## config.mk

```make
export PLATFORM = sky130hd
export DESIGN_NAME = bankers_safety_check_flat
export DESIGN_NICKNAME = d
export VERILOG_FILES = /design/src/bsc_pkg.sv /design/src/bsc_if.sv /design/src/bankers_safety_check.sv /design/src/flat_wrapper.sv
export SDC_FILE = /design/constraint.sdc
export NUM_CORES = 2
export LEC_CHECK = 0
export BUFFER_PORTS_ARGS = -buffer_cell sky130_fd_sc_hd__buf_2
export CORE_ASPECT_RATIO = 1.2
export CORE_MARGIN = 2
export CORE_UTILIZATION = 45
export DETAILED_ROUTE_END_ITERATION = 6
export GPL_TIMING_DRIVEN = 0
export PLACE_DENSITY = 0.68
export REMOVE_ABC_BUFFERS = 1
export SLEW_MARGIN = 20
export SYNTH_ARGS = -nofsm -noshare
export SYNTH_HDL_FRONTEND = slang
export SYNTH_SLANG_ARGS = --single-unit
export TNS_END_PERCENT = 20
```

## constraint.sdc

```tcl
create_clock -name clk_i -period 11.9 [get_ports clk_i]
set_input_delay 0 -clock clk_i [delete_from_list [all_inputs] [get_ports clk_i]]
set_output_delay 0 -clock clk_i [all_outputs]
set_load 0.05 [all_outputs]
```

## src/bsc_pkg.sv

```systemverilog
// ----------------------------------------------------------------------------
// bsc_pkg
// Shared types and constants for the banker's safety check block.
// ----------------------------------------------------------------------------
`default_nettype none

package bsc_pkg;

  localparam int OP_W       = 2;
  localparam int PID_W      = 4;
  localparam int RID_W      = 3;
  localparam int UNITS_W    = 8;
  localparam int NEED_W     = UNITS_W + 1;
  localparam int AVAIL_W    = 13;
  localparam int NP_CFG_W   = 5;
  localparam int NR_CFG_W   = 4;
  localparam int CFG_IDX_W  = 1;
  localparam int CFG_DATA_W = 5;

  localparam int DEF_MAX_PROCESSES = 16;
  localparam int DEF_MAX_RESOURCES = 8;

  localparam logic [NP_CFG_W-1:0] NP_RESET = NP_CFG_W'(16);
  localparam logic [NR_CFG_W-1:0] NR_RESET = NR_CFG_W'(8);

  typedef enum logic [OP_W-1:0] {
    OP_LOAD_ENTRY = 2'd0,
    OP_LOAD_AVAIL = 2'd1,
    OP_RUN_CHECK  = 2'd2
  } op_e;

  typedef enum logic [CFG_IDX_W-1:0] {
    REG_NUM_PROCESSES = 1'b0,
    REG_NUM_RESOURCES = 1'b1
  } cfg_reg_e;

  typedef enum logic [2:0] {
    ST_IDLE,
    ST_CHK_RD,
    ST_CHK_CMP,
    ST_REL_RD,
    ST_REL_ADD,
    ST_NEXT,
    ST_OUT
  } state_e;

endpackage

`default_nettype wire

```

## src/bsc_if.sv

```systemverilog
// ----------------------------------------------------------------------------
// bsc_if
// Valid/ready channels for command words in and result words out.
// ----------------------------------------------------------------------------
`default_nettype none

interface bsc_in_if;
  import bsc_pkg::*;

  logic               valid;
  logic               ready;
  logic [OP_W-1:0]    operation;
  logic [PID_W-1:0]   process_index;
  logic [RID_W-1:0]   resource_index;
  logic [UNITS_W-1:0] allocated_units;
  logic [UNITS_W-1:0] maximum_units;
  logic [UNITS_W-1:0] available_units;

  modport source (
    output valid, operation, process_index, resource_index,
           allocated_units, maximum_units, available_units,
    input  ready
  );

  modport sink (
    input  valid, operation, process_index, resource_index,
           allocated_units, maximum_units, available_units,
    output ready
  );
endinterface

interface bsc_out_if;
  import bsc_pkg::*;

  logic             valid;
  logic             ready;
  logic             is_safe;
  logic [PID_W-1:0] process_id;
  logic             last;

  modport source (
    output valid, is_safe, process_id, last,
    input  ready
  );

  modport sink (
    input  valid, is_safe, process_id, last,
    output ready
  );
endinterface

`default_nettype wire

```

## src/bankers_safety_check.sv

```systemverilog
// ----------------------------------------------------------------------------
// bankers_safety_check
// Banker's algorithm safety check over loaded allocation/maximum tables.
// ----------------------------------------------------------------------------
// Load words (matrix entry, available count) are written as they are accepted
// in the idle state. A check word runs a sequencer over one shared compare/add
// unit and one read port of the entry memories: per visited process, read and
// compare states per resource compared plus a step state (a process already
// finished takes its read and step states only), and read and add states per
// resource when the process is released. Result words go out one per cycle
// while out_o.ready is high. The block takes no new word until the last result
// word of a check has been taken. Available counts carry over between checks.
// ----------------------------------------------------------------------------
`default_nettype none

module bankers_safety_check #(
  parameter int MAX_PROCESSES = bsc_pkg::DEF_MAX_PROCESSES,
  parameter int MAX_RESOURCES = bsc_pkg::DEF_MAX_RESOURCES
) (
  input  wire logic                           clk_i,
  input  wire logic                           rst_ni,
  input  wire logic                           cfg_we_i,
  input  wire logic [bsc_pkg::CFG_IDX_W-1:0]  cfg_idx_i,
  input  wire logic [bsc_pkg::CFG_DATA_W-1:0] cfg_data_i,
  bsc_in_if.sink                              in_i,
  bsc_out_if.source                           out_o
);
  import bsc_pkg::*;

  localparam int DEPTH = MAX_PROCESSES * MAX_RESOURCES;
  localparam int AW    = (DEPTH > 1) ? $clog2(DEPTH) : 1;
  localparam int PW    = $clog2(MAX_PROCESSES);
  localparam int PCW   = $clog2(MAX_PROCESSES + 1);
  localparam int RW    = (MAX_RESOURCES > 1) ? $clog2(MAX_RESOURCES) : 1;
  localparam int RCW   = $clog2(MAX_RESOURCES + 1);

  state_e state_q, state_d;

  logic [NP_CFG_W-1:0] cfg_np_q;
  logic [NR_CFG_W-1:0] cfg_nr_q;
  logic [PCW-1:0]      np;
  logic [RCW-1:0]      nr;

  logic [PW-1:0]            p_q;
  logic [PCW-1:0]           pass_q;
  logic [RW-1:0]            r_q;
  logic [PCW-1:0]           cnt_q;
  logic [PW-1:0]            k_q;
  logic                     safe_q;
  logic [MAX_PROCESSES-1:0] done_q;

  logic [AVAIL_W-1:0] avail_q [MAX_RESOURCES];
  logic [PID_W-1:0]   order_q [MAX_PROCESSES];

  logic [UNITS_W-1:0] alloc_mem [DEPTH];
  logic [NEED_W-1:0]  need_mem  [DEPTH];
  logic [UNITS_W-1:0] alloc_rd_q;
  logic [NEED_W-1:0]  need_rd_q;

  logic            in_hs, out_hs;
  op_e             op;
  logic            pi_ok, ri_ok;
  logic            mem_we, mem_re;
  logic [AW-1:0]   mem_addr, load_addr, run_addr;
  logic [NEED_W-1:0] need_wr;
  logic            r_last, p_last, pass_last, k_last, all_done, need_ok;
  logic [AVAIL_W:0]   sum;
  logic [AVAIL_W-1:0] sum_sat;

  // clamped register counts
  always_comb begin
    if (cfg_np_q == '0) begin
      np = PCW'(1);
    end else if (int'(cfg_np_q) > MAX_PROCESSES) begin
      np = PCW'(MAX_PROCESSES);
    end else begin
      np = PCW'(cfg_np_q);
    end
    if (cfg_nr_q == '0) begin
      nr = RCW'(1);
    end else if (int'(cfg_nr_q) > MAX_RESOURCES) begin
      nr = RCW'(MAX_RESOURCES);
    end else begin
      nr = RCW'(cfg_nr_q);
    end
  end

  assign in_hs  = in_i.valid && in_i.ready;
  assign out_hs = out_o.valid && out_o.ready;
  assign op     = op_e'(in_i.operation);
  assign pi_ok  = int'(in_i.process_index) < MAX_PROCESSES;
  assign ri_ok  = int'(in_i.resource_index) < MAX_RESOURCES;

  assign load_addr = AW'(AW'(in_i.process_index) * AW'(MAX_RESOURCES))
                   + AW'(in_i.resource_index);
  assign run_addr  = AW'(AW'(p_q) * AW'(MAX_RESOURCES)) + AW'(r_q);
  assign need_wr   = {1'b0, in_i.maximum_units} - {1'b0, in_i.allocated_units};

  assign r_last    = RCW'(r_q) == RCW'(nr - RCW'(1));
  assign p_last    = PCW'(p_q) == PCW'(np - PCW'(1));
  assign pass_last = pass_q == PCW'(np - PCW'(1));
  assign k_last    = PCW'(k_q) == PCW'(np - PCW'(1));
  assign all_done  = cnt_q == np;

  // shared compare and saturating add
  assign need_ok = need_rd_q[NEED_W-1] ||
                   ({{(AVAIL_W-UNITS_W){1'b0}}, need_rd_q[UNITS_W-1:0]} <= avail_q[r_q]);
  assign sum     = {1'b0, avail_q[r_q]} + (AVAIL_W+1)'(alloc_rd_q);
  assign sum_sat = sum[AVAIL_W] ? {AVAIL_W{1'b1}} : sum[AVAIL_W-1:0];

  // next state
  always_comb begin
    state_d = state_q;
    case (state_q)
      ST_IDLE: begin
        if (in_hs && op == OP_RUN_CHECK) state_d = ST_CHK_RD;
      end
      ST_CHK_RD: begin
        state_d = done_q[p_q] ? ST_NEXT : ST_CHK_CMP;
      end
      ST_CHK_CMP: begin
        if (!need_ok) begin
          state_d = ST_NEXT;
        end else if (r_last) begin
          state_d = ST_REL_RD;
        end else begin
          state_d = ST_CHK_RD;
        end
      end
      ST_REL_RD: begin
        state_d = ST_REL_ADD;
      end
      ST_REL_ADD: begin
        state_d = r_last ? ST_NEXT : ST_REL_RD;
      end
      ST_NEXT: begin
        if (all_done || (p_last && pass_last)) begin
          state_d = ST_OUT;
        end else begin
          state_d = ST_CHK_RD;
        end
      end
      ST_OUT: begin
        if (out_hs && (!safe_q || k_last)) state_d = ST_IDLE;
      end
      default: state_d = ST_IDLE;
    endcase
  end

  // outputs and memory control
  always_comb begin
    in_i.ready       = state_q == ST_IDLE;
    out_o.valid      = state_q == ST_OUT;
    out_o.is_safe    = safe_q;
    out_o.process_id = safe_q ? order_q[k_q] : '0;
    out_o.last       = !safe_q || k_last;
    mem_we           = in_hs && op == OP_LOAD_ENTRY && pi_ok && ri_ok;
    mem_re           = (state_q == ST_CHK_RD) || (state_q == ST_REL_RD);
    mem_addr         = (state_q == ST_IDLE) ? load_addr : run_addr;
  end

  always_ff @(posedge clk_i) begin
    if (mem_we) begin
      alloc_mem[mem_addr] <= in_i.allocated_units;
      need_mem[mem_addr]  <= need_wr;
    end
    if (mem_re) begin
      alloc_rd_q <= alloc_mem[mem_addr];
      need_rd_q  <= need_mem[mem_addr];
    end
  end

  // control state
  always_ff @(posedge clk_i or negedge rst_ni) begin
    if (!rst_ni) begin
      state_q  <= ST_IDLE;
      cfg_np_q <= NP_RESET;
      cfg_nr_q <= NR_RESET;
      p_q      <= '0;
      pass_q   <= '0;
      r_q      <= '0;
      cnt_q    <= '0;
      k_q      <= '0;
      safe_q   <= 1'b0;
      done_q   <= '0;
    end else begin
      state_q <= state_d;
      if (cfg_we_i) begin
        case (cfg_reg_e'(cfg_idx_i))
          REG_NUM_PROCESSES: cfg_np_q <= NP_CFG_W'(cfg_data_i);
          REG_NUM_RESOURCES: cfg_nr_q <= NR_CFG_W'(cfg_data_i);
          default: ;
        endcase
      end
      case (state_q)
        ST_IDLE: begin
          if (in_hs && op == OP_RUN_CHECK) begin
            p_q    <= '0;
            pass_q <= '0;
            r_q    <= '0;
            cnt_q  <= '0;
            k_q    <= '0;
            done_q <= '0;
          end
        end
        ST_CHK_CMP: begin
          r_q <= (!need_ok || r_last) ? '0 : RW'(r_q + RW'(1));
        end
        ST_REL_ADD: begin
          if (r_last) begin
            r_q         <= '0;
            done_q[p_q] <= 1'b1;
            cnt_q       <= PCW'(cnt_q + PCW'(1));
          end else begin
            r_q <= RW'(r_q + RW'(1));
          end
        end
        ST_NEXT: begin
          safe_q <= all_done;
          if (p_last) begin
            p_q    <= '0;
            pass_q <= PCW'(pass_q + PCW'(1));
          end else begin
            p_q <= PW'(p_q + PW'(1));
          end
        end
        ST_OUT: begin
          if (out_hs) k_q <= PW'(k_q + PW'(1));
        end
        default: ;
      endcase
    end
  end

  // payload state
  always_ff @(posedge clk_i) begin
    if (in_hs && op == OP_LOAD_AVAIL && ri_ok) begin
      avail_q[RW'(in_i.resource_index)] <=
        {{(AVAIL_W-UNITS_W){1'b0}}, in_i.available_units};
    end
    if (state_q == ST_REL_ADD) begin
      avail_q[r_q] <= sum_sat;
      if (r_last) order_q[cnt_q[PW-1:0]] <= PID_W'(p_q);
    end
  end

`ifndef SYNTH
  a_no_overlap: assert property (@(posedge clk_i) disable iff (!rst_ni)
    !(in_i.ready && out_o.valid))
    else $error("input ready while results pending");

  a_run_busy: assert property (@(posedge clk_i) disable iff (!rst_ni)
    (in_hs && op == OP_RUN_CHECK) |=> !in_i.ready)
    else $error("check word did not start a run");

  a_cnt_bound: assert property (@(posedge clk_i) disable iff (!rst_ni)
    (state_q != ST_IDLE) |-> (cnt_q <= np))
    else $error("finished count above process count");

  a_unsafe_word: assert property (@(posedge clk_i) disable iff (!rst_ni)
    (out_o.valid && !out_o.is_safe) |-> (out_o.last && out_o.process_id == '0))
    else $error("unsafe word malformed");

  a_safe_full: assert property (@(posedge clk_i) disable iff (!rst_ni)
    (out_o.valid && out_o.is_safe) |-> all_done)
    else $error("safe word without all processes finished");
`endif

endmodule

`default_nettype wire
```

## src/flat_wrapper.sv

```systemverilog
// flat-port wrapper written by rule: the top's interface ports become plain ports
module bankers_safety_check_flat import bsc_pkg::*;
#(
  parameter int MAX_PROCESSES = bsc_pkg::DEF_MAX_PROCESSES,
  parameter int MAX_RESOURCES = bsc_pkg::DEF_MAX_RESOURCES
)
  (clk_i, rst_ni, cfg_we_i, cfg_idx_i, cfg_data_i, in_i_valid, in_i_operation, in_i_process_index, in_i_resource_index, in_i_allocated_units, in_i_maximum_units, in_i_available_units, in_i_ready, out_o_valid, out_o_is_safe, out_o_process_id, out_o_last, out_o_ready);
  bsc_in_if in_i_i ();
  bsc_out_if out_o_i ();
  input  wire logic clk_i;
  input  wire logic rst_ni;
  input  wire logic cfg_we_i;
  input  wire logic [bsc_pkg::CFG_IDX_W-1:0] cfg_idx_i;
  input  wire logic [bsc_pkg::CFG_DATA_W-1:0] cfg_data_i;
  input wire logic [$bits(in_i_i.valid)-1:0] in_i_valid;
  input wire logic [$bits(in_i_i.operation)-1:0] in_i_operation;
  input wire logic [$bits(in_i_i.process_index)-1:0] in_i_process_index;
  input wire logic [$bits(in_i_i.resource_index)-1:0] in_i_resource_index;
  input wire logic [$bits(in_i_i.allocated_units)-1:0] in_i_allocated_units;
  input wire logic [$bits(in_i_i.maximum_units)-1:0] in_i_maximum_units;
  input wire logic [$bits(in_i_i.available_units)-1:0] in_i_available_units;
  output wire logic [$bits(in_i_i.ready)-1:0] in_i_ready;
  output wire logic [$bits(out_o_i.valid)-1:0] out_o_valid;
  output wire logic [$bits(out_o_i.is_safe)-1:0] out_o_is_safe;
  output wire logic [$bits(out_o_i.process_id)-1:0] out_o_process_id;
  output wire logic [$bits(out_o_i.last)-1:0] out_o_last;
  input wire logic [$bits(out_o_i.ready)-1:0] out_o_ready;
  assign in_i_i.valid = in_i_valid;
  assign in_i_i.operation = in_i_operation;
  assign in_i_i.process_index = in_i_process_index;
  assign in_i_i.resource_index = in_i_resource_index;
  assign in_i_i.allocated_units = in_i_allocated_units;
  assign in_i_i.maximum_units = in_i_maximum_units;
  assign in_i_i.available_units = in_i_available_units;
  assign in_i_ready = in_i_i.ready;
  assign out_o_valid = out_o_i.valid;
  assign out_o_is_safe = out_o_i.is_safe;
  assign out_o_process_id = out_o_i.process_id;
  assign out_o_last = out_o_i.last;
  assign out_o_i.ready = out_o_ready;
  bankers_safety_check #(.MAX_PROCESSES(MAX_PROCESSES), .MAX_RESOURCES(MAX_RESOURCES)) u_core (.clk_i(clk_i), .rst_ni(rst_ni), .cfg_we_i(cfg_we_i), .cfg_idx_i(cfg_idx_i), .cfg_data_i(cfg_data_i), .in_i(in_i_i), .out_o(out_o_i));
endmodule
```

# After elaboration in Yosys (flattened, before gate mapping)
# Memory sizes are Yosys's and may differ from the RTL's. A register that Yosys moved wholly into a read port is not among the register bits.
# Cells that the tools add are included.
[classes] bitwise_logic=2 n_addsub=11 n_eq_ne=18 order_cmp=5 n_mux=48 reduce_logical=32
[op_table] cell="16-bit 2-to-1 mux" n=2
[op_table] cell="16-bit case mux with 2 select lines" n=1
[op_table] cell="3-bit 2-to-1 mux" n=10
[op_table] cell="13-bit 2-to-1 mux" n=2
[op_table] cell="5-bit 2-to-1 mux" n=5
[op_table] cell="4-bit 2-to-1 mux" n=6
[op_table] cell="3-bit case mux with 7 select lines" n=1
[op_table] cell="5-bit case mux with 2 select lines" n=2
[op_table] cell="16-bit OR" n=1
[op_table] cell="4-bit case mux with 2 select lines" n=2
[op_table] cell="13-bit by 8-bit adder with 14-bit output" n=1
[op_table] cell="7-bit by 3-bit adder with 7-bit output" n=2
[op_table] cell="8-bit by 13-bit less-or-equal comparator with 1-bit output" n=1
[op_table] cell="13-bit OR reduction" n=1
[op_table] cell="1-bit 2-to-1 mux" n=12
[op_table] cell="5-bit by 1-bit adder with 5-bit output (second input constant)" n=2
[op_table] cell="4-bit by 5-bit == test with 1-bit output" n=2
[op_table] cell="5-bit == test" n=2
[op_table] cell="2-bit AND reduction" n=5
[op_table] cell="3-bit == test (second input constant)" n=3
[op_table] cell="3-bit case mux with 3 select lines" n=1
[op_table] cell="3-bit AND reduction" n=3
[op_table] cell="8-bit by 8-bit subtractor with 9-bit output" n=1
[op_table] cell="4-bit by 1-bit adder with 4-bit output (second input constant)" n=2
[op_table] cell="28 further kinds" n=46
[word_totals] output_inout_bits=8 mem_count=4 regBits=50 ram_bits=2344 elab_cells=130
[memory_table] memory="u_core.need_mem" words=128 word_bits=9 read_ports=1 rd_clocked_by_memory_dff=1 wr=1 line="bankers_safety_check.sv:56" source="logic [NEED_W-1:0] need_mem [DEPTH];"
[memory_table] memory="u_core.alloc_mem" words=128 word_bits=8 read_ports=1 rd_clocked_by_memory_dff=1 wr=1 line="bankers_safety_check.sv:55" source="logic [UNITS_W-1:0] alloc_mem [DEPTH];"
[memory_table] memory="u_core.avail_q" words=8 word_bits=13 read_ports=1 rd_clocked_by_memory_dff=0 wr=1 line="bankers_safety_check.sv:52" source="logic [AVAIL_W-1:0] avail_q [MAX_RESOURCES];"
[memory_table] memory="u_core.order_q" words=16 word_bits=4 read_ports=1 rd_clocked_by_memory_dff=0 wr=1 line="bankers_safety_check.sv:53" source="logic [PID_W-1:0] order_q [MAX_PROCESSES];"

# Longest topological paths before layout
[logic_depth] word_depth=9 mapped_depth=16

# Worst setup path after synthesis
# OpenSTA, ideal clock, no wires.
[synth_path] kind="input to register" startpoint="input in_i_maximum_units[0]" endpoint="memory u_core.need_mem[0][6] (netlist name) (data pin)" setup_time_ps=927 t_arrival_ps=4882 cell_stages=9 path_slack_ps=6092 n_path_buf=0 cell_sequence="inv_1 > ha_1 > fa_1 > nor2b_1 > o21ai_0 > a21boi_0 > o21a_1 > nor2_1 > xnor2_1"
[synth_between] elab_chain_len=1
[synth_rtl] item="start, declared" line="flat_wrapper.sv:20" source="input wire logic [$bits(in_i_i.maximum_units)-1:0] in_i_maximum_units;"
[synth_rtl] item="8-bit by 8-bit subtractor with 9-bit output" line="bankers_safety_check.sv:97" source="assign need_wr = {1'b0, in_i.maximum_units} - {1'b0, in_i.allocated_units};"
[synth_rtl] item="net u_core.need_wr[6]" line="bankers_safety_check.sv:65" source="logic [NEED_W-1:0] need_wr;"
[synth_rtl] item="end, declared" line="bankers_safety_check.sv:56"
# The timed path passes the listed nets, and every way through them passes these cells.

# Worst setup path in the final report
[layout_path] startpoint="register u_core.state_q[1]" endpoint="register u_core.need_rd_q[6], read port of u_core.need_mem (data pin)"
[layout_between] elab_chain_len=2
[layout_rtl] item="start, declared" line="bankers_safety_check.sv:37" source="state_e state_q, state_d;"
[layout_rtl] item="start signal, assigned" line="bankers_safety_check.sv:187" source="state_q <= state_d;"
[layout_rtl] item="3-bit logical NOT, or another cell as far along" line="bankers_safety_check.sv:159" source="mem_addr = (state_q == ST_IDLE) ? load_addr : run_addr;"
[layout_rtl] item="7-bit 2-to-1 mux or 1-bit logical OR (tied branches)" line="bankers_safety_check.sv:159, bankers_safety_check.sv:158"
[layout_rtl] item="end, declared" line="bankers_safety_check.sv:58" source="logic [NEED_W-1:0] need_rd_q;"
# Parallel ways exist; a longest one is shown, timed or not.
# A chain may end at the register's enable or synchronous reset.

==> summary.md <==
| Metric | Value |
|---|---|
| Status | `finished, final reports clean` |
| Hold crit path type | `input port to register` |
| WP data required | `between 10000 and 15000 ps` |
| Area occupied by multi-input gates | `approximately 19000 um^2` |
| Die area | `208000 um^2` |
| Die height | `between 400 and 500 um` |
| Element type at the critical path start | `register` |
| Post-Syn Area | `roughly 92000 um^2` |
| Pre-antenna DRT Iters | `6` |
| TNS Setup | `0 ps` |
| Gpl congestion | `0.822` |
| Leak | `32.9 nW` |
| Wire length on met2 | `120 mm` |
| Fraction of layout cells with a size suffix above 1 | `16.4%` |
| DRC viols | `0` |
| CP arrival | `around 6500 ps` |
| Simple-gate share of the synthesized area | `under 10%` |
| Synthesis-to-finish area growth | `16.4%` |
| Dpl cell area | `between 90000 and 100000 um^2` |
| Global-route wire length before repair | `~360 mm` |
| Crit path launch | `u_core.state_q[1]` |
| Post-Syn Instances | `5171` |
| DRT met1 WL | `between 90 and 100 mm` |
| Synth Area in Adders | `less than 1%` |
| Post-synthesis xor/xnor area fraction | `0.371%` |
| Vias/cell | `about 6.5` |
| Vias in the first global route | `a little over 50000` |
| Largest net degree at the start of global routing | `around 110` |
| Root buf cell | `clkbuf_16` |
| R2r startpoint | `u_core.state_q[1]` |
| Crit path to | `u_core.need_rd_q[6]` |
| Routed vias | `53200` |
| HPWL after DPL | `between 150 and 200 mm` |
| Detailed Route WL | `around 250 mm` |
| Die width | `roughly 420 um` |
| Antenna violations before repair | `12` |
| Crit path cell chain | `or3_2 -> inv_8 -> buf_16 -> mux2_2 -> nand2b_2 -> a31oi_1 -> or4_1 -> nor3_1 -> nand4_1` |
| Measured slew at the worst slew-check pin | `~1200 ps` |
| Fin crit period | `6030 ps` |
| Seq/Total Area, Yosys | `78.3%` |
| Top delay family on crit path | `simple AND/OR/NAND/NOR gates` |
| Reg clk slew, reported paths | `60 ps` |
| Unrepaired setup endpoints after global routing | `no` |
| Worst rel slew slack | `17.4%` |
| Leading area contributor after synthesis | `edfxtp_1` |
| Layout net count | `about 5400` |
| Clock latency on the worst-skew pair | `870 ps` |
| Reg2reg end | `u_core.need_rd_q[6]` |
| CTS tree | `done` |
| Core Footprint | `between 200000 and 250000 um^2` |
| IO buf count | `51` |
| Max stage delay cell, worst path | `or3_2` |
| Starting Density | `between 40% and 50%` |
| Final Setup Violations | `0` |
| Largest cells by area after synthesis | `edfxtp_1, a22oi_1, a22o_1` |
| Post-synth top area share | `between 70 and 80%` |
| Max-Cap Viols | `0` |
| P per Cell Area | `between 200 and 250 nW/um^2` |
| GRT overflow | `0` |
| Met3 WL | `around 25 mm` |
| Wirelength per Cell | `just over 30 um` |
| Yosys Warn Count | `0` |
| Setup crit end kind | `register` |
| CP max stage delay | `a little over 900 ps` |
| Crit path depth | `9` |
| Main combinational cell family by area after synthesis | `compound AO/OA/AOI/OAI gates` |
| DRT iter0 DRCs | `6944` |
| VDD IR-drop max | `between 0.15 and 0.2 mV` |
| Worst Path Max Fanout | `67` |
| Avg Inst Size Synth | `between 15 and 20 um^2` |
| Worst r2r path cells | `9` |
| Residual antenna-violating net count after detailed routing | `0` |
| H-tree lvl count | `4` |
| Final Max Slew Viols | `0` |
| # fillers | `about 15000` |
| Post-synthesis mux area share | `under 10%` |
| Reg area | `72200 um^2` |
| Worst setup path class | `register to register` |
| Critical path buffers and inverters | `2` |
| Clk sinks | `approximately 2400` |
| Top FF cell, synth | `edfxtp_1` |
| Post-CTS Setup Bufs | `0` |
| Fin Clk Skew | `approximately 54 ps` |
| Number of synthesized register bits | `2411` |
| Final hold vios | `0` |
| Ys async rst share | `2.07%` |
| CTS buffer count | `225` |
| DR top layer | `met5` |
| Clk buf depth | `3` |
| Synth cell types | `just under 70` |
| EDFF count, synth | `2361` |
| R2R Setup Slk | `between 5000 and 6000 ps` |
| Hold WS | `between 80 and 90 ps` |
| Cell Rows | `approximately 180` |
| Fin crit share | `between 50% and 60%` |
| Fin area | `107000 um^2` |
| Gr usage total | `approximately a quarter` |
| Compound-Gate Fraction of Synth Area | `between 10% and 20%` |
| Max Clk Rate | `~170 MHz` |
| Fin util | `52.8%` |
| I/O pin count | `52` |
==> flip-flops by register name, indices dropped and copies added, names as in the netlist <==
register	flops
u_core.need_mem	1152
u_core.alloc_mem	1024
u_core.avail_q	104
u_core.order_q	64
u_core.done_q	16
u_core.need_rd_q	9
u_core.alloc_rd_q	8
u_core.cfg_np_q	5
u_core.cnt_q	5
u_core.pass_q	5
u_core.cfg_nr_q	4
u_core.k_q	4
u_core.p_q	4
u_core.r_q	3
u_core.state_q	3
u_core.out_o.is_safe	1
==> report_power, final <==
group	total [mW]	leakage [nW]	internal, mW	switching (mW)
logic	6.20	7.50	2.15	4.05
registers	9.93	21.9	9.71	0.224
clock network	7.07	3.53	3.95	3.12
total	23.2	32.9	15.8	7.39
==> cells in the final DEF, fill, tap and decap left out, types with 58 or more instances in the layout <==
cell type	count
a221oi_1	238
a22o_1	239
a22oi_1	562
a31oi_1	235
buf_16	102
clkbuf_16	226
clkinv_1	62
edfxtp_1	2361
mux2i_1	82
nand2_1	58
nand4b_1	109
nor2_1	75
nor2_4	98
==> worst min-delay path by stage <==
stage                                        from                       to  depth (start not counted)
after CTS                             out_o_ready        u_core.state_q[1]                          5
after global placement              cfg_data_i[4]       u_core.cfg_np_q[4]                          3
final                     in_i_allocated_units[3]  u_core.alloc_mem[36][3]                          2
after floorplan                            rst_ni       u_core.cfg_np_q[0]                          0
after detailed placement                   rst_ni       u_core.cfg_np_q[2]                          1
after global routing      in_i_allocated_units[5]  u_core.alloc_mem[70][5]                          2
==> routing by layer <==
layer	track usage [%]	vias up
li1	-	22200
met1	31.5	27400
met2	37.7	3065
met3	4.67	530
met4	11.5	2
met5	0	-
==> logic make-up after synthesis <==
group                    after synthesis
multiplexers                         172
adder cells (fa/ha/maj)               39
buffers and inverters                419
AO/OA/AOI/OAI                       1482
flip-flops                          2411
XOR/XNOR                              39
AND/OR/NAND/NOR                      609
==> cell usage after synthesis (40+ instances only) <==
cell / n
edfxtp_1: 2361
a22oi_1: 562
a22o_1: 239
a221oi_1: 238
a31oi_1: 237
clkbuf_1: 210
nor2_1: 204
nand4b_1: 109
buf_2: 101
mux2i_1: 88
nand2_1: 71
nand4_1: 57
buf_1: 51
mux4_2: 51
dfrtp_1: 48
a31o_2: 40
==> layout make-up <==
| cell class | count | share of cell area (%) |
|---|---|---|
| diodes | 6 | 0.0140 |
| clock buffers | 266 | 5.43 |
| clock inverters | 156 | 1.31 |
| inverters | 37 | 0.146 |
| multi-input cells | 2341 | 18.1 |
| flip-flops and latches | 2411 | 67.3 |
| well taps | 2653 | 3.10 |
| repair buffers | 308 | 4.61 |
==> repair_timing <==
item	CTS	global route
hold buffers	53	0
setup endpoints to repair	0	0
endpoints found under the hold margin	1468	0
resized for setup	0	0
==> metrics by stage <==
| stage | setup WS, ps | cells | power (mW) |
|---|---|---|---|
| floorplan | -4990 | 4789 | 13.3 |
| global placement | -29780 | 7493 | 15.8 |
| detailed placement | 5560 | 7697 | 16.2 |
| CTS | 5570 | 8172 | 23.1 |
| global route | 5800 | 8175 | 23.8 |
| finish | 5870 | 8178 | 23.2 |
Note: power is estimated with default switching activity, not from simulation.
